===== src/hdl/pphd_pkg.sv =====
// shared constants, types and helper functions for the pid position h-bridge drive
// no dependencies; imported by every module of the block

package pphd_pkg;

  localparam int ADC_BITS_DEF      = 12;
  localparam int INTEGRAL_BITS_DEF = 48;

  localparam int GAIN_W      = 24;
  localparam int DT_W        = 16;
  localparam int CFG_INDEX_W = 2;

  localparam logic [CFG_INDEX_W-1:0] REG_KP = 2'd0;
  localparam logic [CFG_INDEX_W-1:0] REG_KI = 2'd1;
  localparam logic [CFG_INDEX_W-1:0] REG_KD = 2'd2;

  localparam logic [GAIN_W-1:0] KP_RESET = 24'd327680;
  localparam logic [GAIN_W-1:0] KI_RESET = 24'd3277;
  localparam logic [GAIN_W-1:0] KD_RESET = 24'd0;

  // derivative is scaled by 1000 before the divide
  localparam int DER_SCALE_W = 10;

  // integral term divide by 1000, quotient kept below the term limit
  localparam int KI_DIV   = 1000;
  localparam int KI_DIV_W = 10;
  localparam int KI_Q_W   = 40;

  localparam int TERM_MAG_W = 41;
  localparam int TERM_W     = 42;
  localparam int SUM_W      = 44;

  localparam logic [TERM_MAG_W-1:0] TERM_LIM = 41'h100_0000_0000;
  localparam logic signed [SUM_W-1:0] OUT_LIM = 44'sd16711680;

  localparam int FRAC_W   = 16;
  localparam int DUTY_W   = 8;
  localparam int CTRL_W   = 9;
  localparam int M_DATA_W = 32;

  localparam logic [DUTY_W-1:0] DUTY_MAX = 8'd255;

  typedef struct packed {
    logic busy;
    logic done;
  } unit_stat_t;

  function automatic logic [TERM_MAG_W-1:0] sat_term(input logic [63:0] mag);
    logic [TERM_MAG_W-1:0] res;
    if (mag > 64'(TERM_LIM)) begin
      res = TERM_LIM;
    end else begin
      res = mag[TERM_MAG_W-1:0];
    end
    return res;
  endfunction

  function automatic logic signed [TERM_W-1:0] signed_term(input logic neg,
                                                           input logic [TERM_MAG_W-1:0] mag);
    logic signed [TERM_W-1:0] v;
    v = $signed({1'b0, mag});
    return neg ? -v : v;
  endfunction

endpackage


===== src/hdl/pid_position_hbridge_drive_core.sv =====
// pid position controller with anti-windup driving two h-bridge pwm duties
// depends on pphd_pkg, pphd_mul and pphd_div
//
// One input beat is one control tick; it yields exactly one output beat. The datapath is
// bit serial: products are formed by shift-add multipliers and quotients by restoring
// dividers, one bit per cycle. A new tick is accepted only after the result of the last
// tick has been loaded into the output register. The tick length is set by the integral
// chain: an error times elapsed-time multiply, an integral times ki multiply and a divide
// by 1000, plus sequencer steps. The proportional and derivative paths run alongside
// and finish first. A finished result waits in the output register while the next tick
// is accepted. Gains are written through the cfg port; the user must write them only
// while the block is idle, as the block itself does not enforce it.

module pid_position_hbridge_drive_core #(
  parameter int ADC_BITS      = pphd_pkg::ADC_BITS_DEF,
  parameter int INTEGRAL_BITS = pphd_pkg::INTEGRAL_BITS_DEF
) (
  input  logic                                                  clk,
  input  logic                                                  rst,
  input  logic                                                  s_tvalid,
  output logic                                                  s_tready,
  // measured_position, elapsed_ms, new_target, zero pad
  input  logic [((2*ADC_BITS+pphd_pkg::DT_W+7)/8)*8-1:0]         s_tdata,
  // target_valid
  input  logic                                                  s_tuser,
  output logic                                                  m_tvalid,
  input  logic                                                  m_tready,
  // drive_cw, drive_ccw, control_value, zero pad
  output logic [pphd_pkg::M_DATA_W-1:0]                          m_tdata,
  // saturated
  output logic                                                  m_tuser,
  input  logic                                                  cfg_wen,
  input  logic [pphd_pkg::CFG_INDEX_W-1:0]                       cfg_index,
  input  logic [pphd_pkg::GAIN_W-1:0]                            cfg_data
);
  import pphd_pkg::*;

  localparam int EM_W  = ADC_BITS;
  localparam int E_W   = ADC_BITS + 1;
  localparam int DM_W  = ADC_BITS + 1;
  localparam int DIF_W = ADC_BITS + 2;
  localparam int DN_W  = DM_W + DER_SCALE_W;
  localparam int DP_W  = ADC_BITS + DT_W;
  localparam int IS_W  = ((INTEGRAL_BITS > DP_W + 1) ? INTEGRAL_BITS : DP_W + 1) + 1;
  localparam int KP_W  = EM_W + GAIN_W;
  localparam int KD_W  = DN_W + GAIN_W;
  localparam int KI_W  = INTEGRAL_BITS + GAIN_W;

  localparam logic signed [IS_W-1:0] IMAX =
    {{(IS_W-INTEGRAL_BITS+1){1'b0}}, {(INTEGRAL_BITS-1){1'b1}}};
  localparam logic signed [IS_W-1:0] IMIN = ~IMAX;
  localparam logic [KI_W-1:0] KI_SAT_LIM = KI_W'(KI_DIV) << KI_Q_W;

  localparam logic [2:0] ST_IDLE = 3'd0;
  localparam logic [2:0] ST_ERR  = 3'd1;
  localparam logic [2:0] ST_DT   = 3'd2;
  localparam logic [2:0] ST_INT  = 3'd3;
  localparam logic [2:0] ST_KI   = 3'd4;
  localparam logic [2:0] ST_KDIV = 3'd5;
  localparam logic [2:0] ST_SUM  = 3'd6;

  logic [2:0] state;

  logic [GAIN_W-1:0] kp_gain;
  logic [GAIN_W-1:0] ki_gain;
  logic [GAIN_W-1:0] kd_gain;

  logic [ADC_BITS-1:0]             target;
  logic signed [E_W-1:0]           last_error;
  logic signed [INTEGRAL_BITS-1:0] integral;
  logic signed [INTEGRAL_BITS-1:0] int_new;

  logic [ADC_BITS-1:0] meas_r;
  logic [DT_W-1:0]     dt_r;
  logic                err_neg;
  logic                der_neg;
  logic                dt_zero;
  logic                kd_pending;
  logic                ki_sat;

  logic [DUTY_W-1:0] out_cw;
  logic [DUTY_W-1:0] out_ccw;
  logic [CTRL_W-1:0] out_ctrl;
  logic              out_sat;

  logic [ADC_BITS-1:0] s_meas;
  logic [DT_W-1:0]     s_dt;
  logic [ADC_BITS-1:0] s_tgt;

  logic signed [E_W-1:0]   err;
  logic signed [E_W-1:0]   err_abs;
  logic [EM_W-1:0]         err_mag;
  logic signed [DIF_W-1:0] diff;
  logic signed [DIF_W-1:0] diff_abs;
  logic [DM_W-1:0]         diff_mag;
  logic [DN_W-1:0]         der_num;

  logic signed [DP_W:0]            delta_pos;
  logic signed [DP_W:0]            delta;
  logic signed [IS_W-1:0]          int_sum;
  logic signed [INTEGRAL_BITS-1:0] int_clamped;
  logic signed [INTEGRAL_BITS-1:0] int_abs;

  logic [DP_W-1:0]     dt_prod;
  logic [KP_W-1:0]     kp_prod;
  logic [KI_W-1:0]     ki_prod;
  logic [KD_W-1:0]     kd_prod;
  logic [DN_W-1:0]     der_quot;
  logic [DN_W-1:0]     der_mag;
  logic [KI_Q_W-1:0]   ki_quot;

  unit_stat_t dt_stat;
  unit_stat_t kp_stat;
  unit_stat_t ki_stat;
  unit_stat_t kd_stat;
  unit_stat_t der_stat;
  unit_stat_t divk_stat;

  logic err_start;
  logic ki_start;
  logic divk_start;

  logic [TERM_MAG_W-1:0]   ki_mag;
  logic signed [TERM_W-1:0] t_kp;
  logic signed [TERM_W-1:0] t_ki;
  logic signed [TERM_W-1:0] t_kd;
  logic signed [SUM_W-1:0]  sum;
  logic signed [SUM_W-1:0]  sum_abs;
  logic                     sat_hi;
  logic                     sat_lo;
  logic                     ctrl_neg;
  logic [DUTY_W-1:0]        ctrl_mag;
  logic [CTRL_W-1:0]        ctrl_val;
  logic                     out_load;

  assign s_meas = s_tdata[ADC_BITS-1:0];
  assign s_dt   = s_tdata[ADC_BITS +: DT_W];
  assign s_tgt  = s_tdata[ADC_BITS+DT_W +: ADC_BITS];

  assign s_tready = (state == ST_IDLE);

  // error path
  always_comb begin
    err      = $signed({1'b0, target}) - $signed({1'b0, meas_r});
    err_abs  = err[E_W-1] ? -err : err;
    err_mag  = err_abs[EM_W-1:0];
    diff     = DIF_W'(err) - DIF_W'(last_error);
    diff_abs = diff[DIF_W-1] ? -diff : diff;
    diff_mag = diff_abs[DM_W-1:0];
    // x * 1000 as x * 1024 - x * 16 - x * 8
    der_num  = (DN_W'(diff_mag) << DER_SCALE_W) - (DN_W'(diff_mag) << 4)
             - (DN_W'(diff_mag) << 3);
  end

  // saturating integral update
  always_comb begin
    delta_pos = $signed({1'b0, dt_prod});
    delta     = err_neg ? -delta_pos : delta_pos;
    int_sum   = IS_W'(integral) + IS_W'(delta);
    if (int_sum > IMAX) begin
      int_clamped = IMAX[INTEGRAL_BITS-1:0];
    end else if (int_sum < IMIN) begin
      int_clamped = IMIN[INTEGRAL_BITS-1:0];
    end else begin
      int_clamped = int_sum[INTEGRAL_BITS-1:0];
    end
    int_abs = int_new[INTEGRAL_BITS-1] ? -int_new : int_new;
  end

  assign err_start  = (state == ST_ERR);
  assign ki_start   = (state == ST_INT);
  assign divk_start = (state == ST_KI) && ki_stat.done;
  assign der_mag    = dt_zero ? '0 : der_quot;

  pphd_mul #(.A_W(EM_W), .B_W(DT_W)) u_mul_dt (
    .clk(clk), .rst(rst), .start(err_start), .a(err_mag), .b(dt_r),
    .product(dt_prod), .stat(dt_stat)
  );

  pphd_mul #(.A_W(EM_W), .B_W(GAIN_W)) u_mul_kp (
    .clk(clk), .rst(rst), .start(err_start), .a(err_mag), .b(kp_gain),
    .product(kp_prod), .stat(kp_stat)
  );

  pphd_div #(.N_W(DN_W), .D_W(DT_W)) u_div_der (
    .clk(clk), .rst(rst), .start(err_start), .num(der_num), .rem0('0), .den(dt_r),
    .quot(der_quot), .stat(der_stat)
  );

  pphd_mul #(.A_W(DN_W), .B_W(GAIN_W)) u_mul_kd (
    .clk(clk), .rst(rst), .start(der_stat.done), .a(der_mag), .b(kd_gain),
    .product(kd_prod), .stat(kd_stat)
  );

  pphd_mul #(.A_W(INTEGRAL_BITS), .B_W(GAIN_W)) u_mul_ki (
    .clk(clk), .rst(rst), .start(ki_start), .a($unsigned(int_abs)), .b(ki_gain),
    .product(ki_prod), .stat(ki_stat)
  );

  pphd_div #(.N_W(KI_Q_W), .D_W(KI_DIV_W)) u_div_ki (
    .clk(clk), .rst(rst), .start(divk_start),
    .num(ki_prod[KI_Q_W-1:0]), .rem0(ki_prod[KI_Q_W+KI_DIV_W-1:KI_Q_W]),
    .den(KI_DIV_W'(KI_DIV)), .quot(ki_quot), .stat(divk_stat)
  );

  // control sum and clamp
  always_comb begin
    ki_mag   = ki_sat ? TERM_LIM : TERM_MAG_W'(ki_quot);
    t_kp     = signed_term(err_neg, sat_term(64'(kp_prod)));
    t_ki     = signed_term(int_new[INTEGRAL_BITS-1], ki_mag);
    t_kd     = signed_term(der_neg, sat_term(64'(kd_prod)));
    sum      = SUM_W'(t_kp) + SUM_W'(t_ki) + SUM_W'(t_kd);
    sat_hi   = sum > OUT_LIM;
    sat_lo   = sum < -OUT_LIM;
    sum_abs  = sum[SUM_W-1] ? -sum : sum;
    ctrl_neg = sum[SUM_W-1];
    ctrl_mag = (sat_hi || sat_lo) ? DUTY_MAX : sum_abs[FRAC_W +: DUTY_W];
    ctrl_val = ctrl_neg ? -{1'b0, ctrl_mag} : {1'b0, ctrl_mag};
  end

  assign out_load = (state == ST_SUM) && (!m_tvalid || m_tready);

  always_ff @(posedge clk) begin
    if (rst) begin
      kp_gain <= KP_RESET;
      ki_gain <= KI_RESET;
      kd_gain <= KD_RESET;
    end else if (cfg_wen) begin
      case (cfg_index)
        REG_KP: kp_gain <= cfg_data;
        REG_KI: ki_gain <= cfg_data;
        REG_KD: kd_gain <= cfg_data;
        default: ;
      endcase
    end
  end

  always_ff @(posedge clk) begin
    if (rst) begin
      state      <= ST_IDLE;
      m_tvalid   <= 1'b0;
      kd_pending <= 1'b0;
      target     <= '0;
      last_error <= '0;
      integral   <= '0;
    end else begin
      if (out_load) begin
        m_tvalid <= 1'b1;
      end else if (m_tready) begin
        m_tvalid <= 1'b0;
      end
      if (kd_stat.done) begin
        kd_pending <= 1'b0;
      end
      case (state)
        ST_IDLE: begin
          if (s_tvalid) begin
            if (s_tuser && (s_tgt != '0)) begin
              target <= s_tgt;
            end
            state <= ST_ERR;
          end
        end
        ST_ERR: begin
          last_error <= err;
          kd_pending <= 1'b1;
          state      <= ST_DT;
        end
        ST_DT: begin
          if (dt_stat.done) begin
            state <= ST_INT;
          end
        end
        ST_INT: state <= ST_KI;
        ST_KI: begin
          if (ki_stat.done) begin
            state <= ST_KDIV;
          end
        end
        ST_KDIV: begin
          if (!divk_stat.busy && !kd_pending) begin
            state <= ST_SUM;
          end
        end
        ST_SUM: begin
          if (out_load) begin
            // anti-windup: a clamped tick keeps the old integral
            if (!(sat_hi || sat_lo)) begin
              integral <= int_new;
            end
            state <= ST_IDLE;
          end
        end
        default: state <= ST_IDLE;
      endcase
    end
  end

  always_ff @(posedge clk) begin
    if ((state == ST_IDLE) && s_tvalid) begin
      meas_r <= s_meas;
      dt_r   <= s_dt;
    end
    if (state == ST_ERR) begin
      err_neg <= err[E_W-1];
      der_neg <= diff[DIF_W-1];
      dt_zero <= (dt_r == '0);
    end
    if ((state == ST_DT) && dt_stat.done) begin
      int_new <= int_clamped;
    end
    if (divk_start) begin
      ki_sat <= (ki_prod >= KI_SAT_LIM);
    end
    if (out_load) begin
      out_cw   <= ctrl_neg ? ctrl_mag : '0;
      out_ccw  <= ctrl_neg ? '0 : ctrl_mag;
      out_ctrl <= ctrl_val;
      out_sat  <= sat_hi || sat_lo;
    end
  end

  assign m_tdata = M_DATA_W'({out_ctrl, out_ccw, out_cw});
  assign m_tuser = out_sat;

  a_idle_units_quiet: assert property (@(posedge clk) disable iff (rst)
    s_tready |-> (!ki_stat.busy && !divk_stat.busy && !kd_stat.busy && !kp_stat.busy))
    else $error("serial units still busy while accepting a tick");

  a_one_tick_in_flight: assert property (@(posedge clk) disable iff (rst)
    (s_tvalid && s_tready) |=> !s_tready)
    else $error("second tick accepted while one is in progress");

  a_single_channel: assert property (@(posedge clk) disable iff (rst)
    m_tvalid |-> ((m_tdata[DUTY_W-1:0] == '0) || (m_tdata[2*DUTY_W-1:DUTY_W] == '0)))
    else $error("both drive channels nonzero");

  a_sat_full_duty: assert property (@(posedge clk) disable iff (rst)
    (m_tvalid && m_tuser) |->
      ((m_tdata[DUTY_W-1:0] == DUTY_MAX) || (m_tdata[2*DUTY_W-1:DUTY_W] == DUTY_MAX)))
    else $error("saturated beat without full duty");

endmodule


===== src/hdl/pphd_mul.sv =====
// shift-add unsigned multiplier, one multiplier bit per cycle
// depends on pphd_pkg for the unit status struct

module pphd_mul #(
  parameter int A_W = 16,
  parameter int B_W = 24
) (
  input  logic                   clk,
  input  logic                   rst,
  input  logic                   start,
  input  logic [A_W-1:0]         a,
  input  logic [B_W-1:0]         b,
  output logic [A_W+B_W-1:0]     product,
  output pphd_pkg::unit_stat_t   stat
);
  import pphd_pkg::*;

  localparam int CNT_W = $clog2(B_W + 1);

  logic [A_W-1:0]   mcand;
  logic [A_W-1:0]   acc;
  logic [B_W-1:0]   mplier;
  logic [CNT_W-1:0] cnt;
  logic             busy;
  logic             done;
  logic [A_W:0]     partial;

  assign partial = {1'b0, acc} + (mplier[0] ? {1'b0, mcand} : '0);

  always_ff @(posedge clk) begin
    if (rst) begin
      busy <= 1'b0;
      done <= 1'b0;
      cnt  <= '0;
    end else begin
      done <= 1'b0;
      if (start) begin
        busy <= 1'b1;
        cnt  <= CNT_W'(B_W);
      end else if (busy) begin
        cnt <= cnt - CNT_W'(1);
        if (cnt == CNT_W'(1)) begin
          busy <= 1'b0;
          done <= 1'b1;
        end
      end
    end
  end

  always_ff @(posedge clk) begin
    if (start) begin
      acc    <= '0;
      mplier <= b;
      mcand  <= a;
    end else if (busy) begin
      acc    <= partial[A_W:1];
      mplier <= {partial[0], mplier[B_W-1:1]};
    end
  end

  assign product   = {acc, mplier};
  assign stat.busy = busy;
  assign stat.done = done;

endmodule


===== src/hdl/pphd_div.sv =====
// restoring divider, one quotient bit per cycle, with a preset partial remainder
// depends on pphd_pkg for the unit status struct

module pphd_div #(
  parameter int N_W = 23,
  parameter int D_W = 16
) (
  input  logic                 clk,
  input  logic                 rst,
  input  logic                 start,
  input  logic [N_W-1:0]       num,
  input  logic [D_W-1:0]       rem0,
  input  logic [D_W-1:0]       den,
  output logic [N_W-1:0]       quot,
  output pphd_pkg::unit_stat_t stat
);
  import pphd_pkg::*;

  localparam int CNT_W = $clog2(N_W + 1);

  logic [D_W-1:0]   rem;
  logic [D_W-1:0]   dreg;
  logic [N_W-1:0]   q;
  logic [CNT_W-1:0] cnt;
  logic             busy;
  logic             done;
  logic [D_W:0]     shifted;
  logic [D_W:0]     trial;
  logic             ge;

  assign shifted = {rem, q[N_W-1]};
  assign ge      = shifted >= {1'b0, dreg};
  assign trial   = shifted - {1'b0, dreg};

  always_ff @(posedge clk) begin
    if (rst) begin
      busy <= 1'b0;
      done <= 1'b0;
      cnt  <= '0;
    end else begin
      done <= 1'b0;
      if (start) begin
        busy <= 1'b1;
        cnt  <= CNT_W'(N_W);
      end else if (busy) begin
        cnt <= cnt - CNT_W'(1);
        if (cnt == CNT_W'(1)) begin
          busy <= 1'b0;
          done <= 1'b1;
        end
      end
    end
  end

  always_ff @(posedge clk) begin
    if (start) begin
      rem  <= rem0;
      dreg <= den;
      q    <= num;
    end else if (busy) begin
      rem <= ge ? trial[D_W-1:0] : shifted[D_W-1:0];
      q   <= {q[N_W-2:0], ge};
    end
  end

  assign quot      = q;
  assign stat.busy = busy;
  assign stat.done = done;

endmodule


===== config.mk =====
export PLATFORM = sky130hd
export DESIGN_NAME = pid_position_hbridge_drive_core
export DESIGN_NICKNAME = d
export VERILOG_FILES = /design/src/hdl/pphd_pkg.sv /design/src/hdl/pid_position_hbridge_drive_core.sv /design/src/hdl/pphd_mul.sv /design/src/hdl/pphd_div.sv
export SDC_FILE = /design/constraint.sdc
export NUM_CORES = 2
export LEC_CHECK = 0
export ABC_CLOCK_PERIOD_IN_PS = 18800
export BUFFER_PORTS_ARGS = -buffer_cell sky130_fd_sc_hd__buf_2
export CORE_MARGIN = 2
export CORE_UTILIZATION = 65
export DETAILED_ROUTE_END_ITERATION = 10
export HOLD_SLACK_MARGIN = 0.08
export PLACE_DENSITY = 0.88
export SLEW_MARGIN = 20
export SYNTH_ARGS = -nofsm -noshare
export SYNTH_HDL_FRONTEND = slang
export SYNTH_SLANG_ARGS = --single-unit

===== constraint.sdc =====
create_clock -name clk -period 18.8 [get_ports clk]
set_clock_uncertainty 0.1 [all_clocks]
set_input_delay 0.94 -clock clk [delete_from_list [all_inputs] [get_ports clk]]
set_output_delay 0.94 -clock clk [all_outputs]
set_load 0.05 [all_outputs]

==> out/results.tsv <==
stage	metric	value	unit
run_status	outcome	finished clean	
synth	cell taking the most area after synthesis	edfxtp_1	
critical_path	Critical Path AT	12.34	ns
synth	Syn. warnings	0	
placement	routability cong.	0.9918	
critical_path	largest fanout on the critical path	18	
pwr	Worst VDD drop	161.5	uV
floorplanning	die width	265.9	um
clock_tree	CTS sink cnt	668	
synth	Synth Instances	5034	
floorplanning	io pins	107	
drt	Pre-antenna DRT Iters	7	
synth	Synth Cell Area	0.04458	mm2
clock_tree	TritonCTS Buffers	72	
min_path	worst min-delay path class	reg -> reg	
synth	FFs w/ async S/R, synth	0	%
placement	Detail Placement HPWL	83.54	mm
drt	number of routed nets with antenna violations	0	
clock_tree	Worst-Skew Late Latency	0.63	ns
clock_tree	clk slew on worst S/H paths	0.06	ns
sta	final hold violation count	0	
sta	setup ws final	6.788	ns
sta	Slew @ Worst Pin	1.095	ns
critical_path	worst endpoint required time	19.12	ns
drt	WL final	117.4	mm
critical_path	CP startpoint kind	flop	
synth	post-synth top area share	24.65	%
min_path	WHS Endpoint	kp_gain[2]	
drt	Vias/cell	6.259	
synth	Yosys cell types	91	
global_route	global-route wire length before repair	185.7	mm
critical_path	Critical-path top delay cell	or4_1	
sta	Max Slew Vio Count	0	
floorplanning	placeable core area	0.06823	mm2
critical_path	reg2reg start	u_mul_kd.acc[2]	
clock_tree	CTS Hold Bufs	0	
sta	worst rel slew slack	27.00	%
clock_tree	CTS tree	yes	
clock_tree	Longest Clk Path Bufs	3	
layout	layout cell share with drive strength beyond 1	6.727	%
sta	RSZ-0062 raised after global routing	false	
pwr	power per cell area	178.0	mW/mm2
synth	Post-synth EDFFs	366	
placement	placed insts	5831	
synth	FF+latch count, synth	668	
min_path	hold wc startpoint	kp_gain[2]	
flow_run	max-cap violations	0	
layout	Final #Nets	5427	
critical_path	CP peak stage delay	0.59	ns
pwr	leak pwr	19.60	nW
sta	setup TNS	0	ns
drt	Starting DRT DRC Count	3959	
floorplanning	row count	96	
critical_path	Critical Path Most Common Cell	or3_1	
clock_tree	post_cts resized	0	
drt	total number of vias	37372	
sta	final setup fails	0	
clock_tree	H-tree levels	3	
floorplanning	chip height	265.9	um
sta	period utilization	63.89	%
global_route	vias in the first global route	35265	
global_route	largest net degree at the start of global routing	145	
critical_path	Reg2Reg Setup Slack	6.79	ns
layout	Layout Cells excl Fill	5971	
sta	worst hold slack	0.3541	ns
layout	post-route core utilization	70.63	%
min_path	worst hold path depth	2	
global_route	initial antenna violation count	18	
critical_path	RR Endpoint	out_ctrl[6]	
synth	prevailing post-synth register cell	edfxtp_1	
critical_path	cell family with most CP delay	simple AND/OR/NAND/NOR gates	
critical_path	WS Path Type	reg -> reg	
drt	wire length per cell after detailed routing	19.66	um
floorplanning	Initial Util	65.34	%
synth	Synth Area per Inst	8.856	um2
placement	I/O Buffers	99	
global_route	grt ovf	0	
sta	upper clock frequency limit	0.08325	GHz
critical_path	reg2reg path depth	36	
layout	Syn-to-layout area delta	8.091	%
drt	DRC violations left	0	
synth	Area contributors post-synth	edfxtp_1 (25%), dfxtp_1 (14%), ha_1 (7.7%), nand2_1 (6.8%), xnor2_1 (5.3%)	
floorplanning	DIE AREA	0.07070	mm2
global_route	Tot GR Track Use	32.50	%
clock_tree	Post-CTS Setup Inserts	0	
clock_tree	root buffer selected by CTS	clkbuf_16	
synth	Seq/Total Area, Yosys	38.21	%
critical_path	Worst Path Buf+Inv	2	
sta	min Tclk post-route	12.01	ns
critical_path	CP Capture Type	flop	
placement	dpl ws	7.045	ns
==> cells in the final DEF, fill, tap and decap left out, types with 68 or more instances in the layout <==
master	count
inv_1	225
nand2_1	800
edfxtp_1	366
nor2_1	319
o31ai_1	69
nor2b_1	76
a21o_1	114
dfxtp_1	300
ha_1	273
a21oi_1	390
nor3_1	68
mux2i_1	117
xor2_1	110
o21ai_0	249
nand2b_1	151
buf_2	98
clkbuf_16	78
and2_1	110
xnor2_1	269
==> power breakdown <==
part,switching [W],internal (W)
clock network,0.000622,0.000900
logic,0.00305,0.00199
registers,0.000210,0.00181
total,0.00388,0.00470
==> state kept, by name, summed over array words and instances, names as in the netlist, 13 cells and up <==
name / cells
u_mul_kd.mcand: 23
u_mul_dt.mplier: 16
u_mul_ki.mcand: 48
dt_r: 16
u_div_der.rem: 16
u_mul_ki.acc: 48
kd_gain: 24
u_mul_kd.mplier: 24
u_mul_kd.acc: 23
u_div_der.dreg: 16
kp_gain: 24
u_mul_ki.mplier: 24
integral: 48
u_div_der.quot: 23
int_new: 48
last_error: 13
u_div_ki.quot: 40
u_mul_kp.mplier: 24
ki_gain: 24
==> per-layer routing <==
layer,up-vias,wire length [um],GRT usage [%]
met5,-,138,0
met4,22,4860,13.16
met3,294,11340,7.153
met2,1736,53750,52.43
met1,17540,47320,42.54
li1,17780,-,-
==> synthesized netlist by cell type (114+ instances only) <==
library cell and n:
inv_1 225, a21oi_1 390, a21o_1 114, o21ai_0 249
edfxtp_1 366, nand2_1 802, clkbuf_1 184, nand2b_1 152
ha_1 273, dfxtp_1 302, xnor2_1 269, nor2_1 322
mux2i_1 117
==> through the flow <==
step | power [W] | area [um2]
6_report | 0.008579 | 48190
2_1_floorplan | 0.005818 | 44600
3_3_place_gp | 0.006804 | 45570
4_1_cts | 0.008481 | 48140
3_5_place_dp | 0.006915 | 45570
5_1_grt | 0.009189 | 48190
==> tightest hold or removal path, cell delays in order (launching register included) <==
cell	delay, ns
dfxtp_1	0.30
nand2_1	0.05
a21oi_1	0.05
==> worst max-delay path by stage <==
| stage | to | depth (start not counted) | start |
|---|---|---|---|
| after detailed placement | out_ctrl[6] | 36 | u_mul_kd.acc[2] |
| after CTS | out_ctrl[6] | 36 | u_mul_kd.acc[2] |
| final | out_ctrl[6] | 36 | u_mul_kd.acc[2] |
| after floorplan | out_ctrl[6] | 40 | u_mul_kd.acc[3] |
| after global placement | out_ctrl[6] | 36 | u_mul_kd.acc[3] |
| after global routing | out_ctrl[6] | 35 | u_mul_kd.acc[2] |
==> cell type report <==
type | instances | area, um2
Multi-Input combinational cell | 3921 | 25830
Fill cell | 4834 | 20040
Sequential cell | 668 | 17040
Clock buffer | 96 | 2120
Tap cell | 882 | 1104
Inverter | 230 | 868.3
Timing Repair Buffer | 132 | 760.7
Clock inverter | 37 | 456.7
Antenna cell | 5 | 12.51
==> cells by family (layout without fill, tap and decap cells) <==
family	count (synthesis)	after routing	synth area share, %
and+or+nand+nor	1879	1879	20.00
AOI/OAI and AO/OA	1178	1178	16.73
DFF	668	668	38.21
buffers and inverters	451	495	3.988
xor gates and xnor gates	379	379	7.446
adders and majority gates	336	336	10.36
muxes	142	142	3.258
other	1	12	0.008412
(Power assumes the default switching activity.)
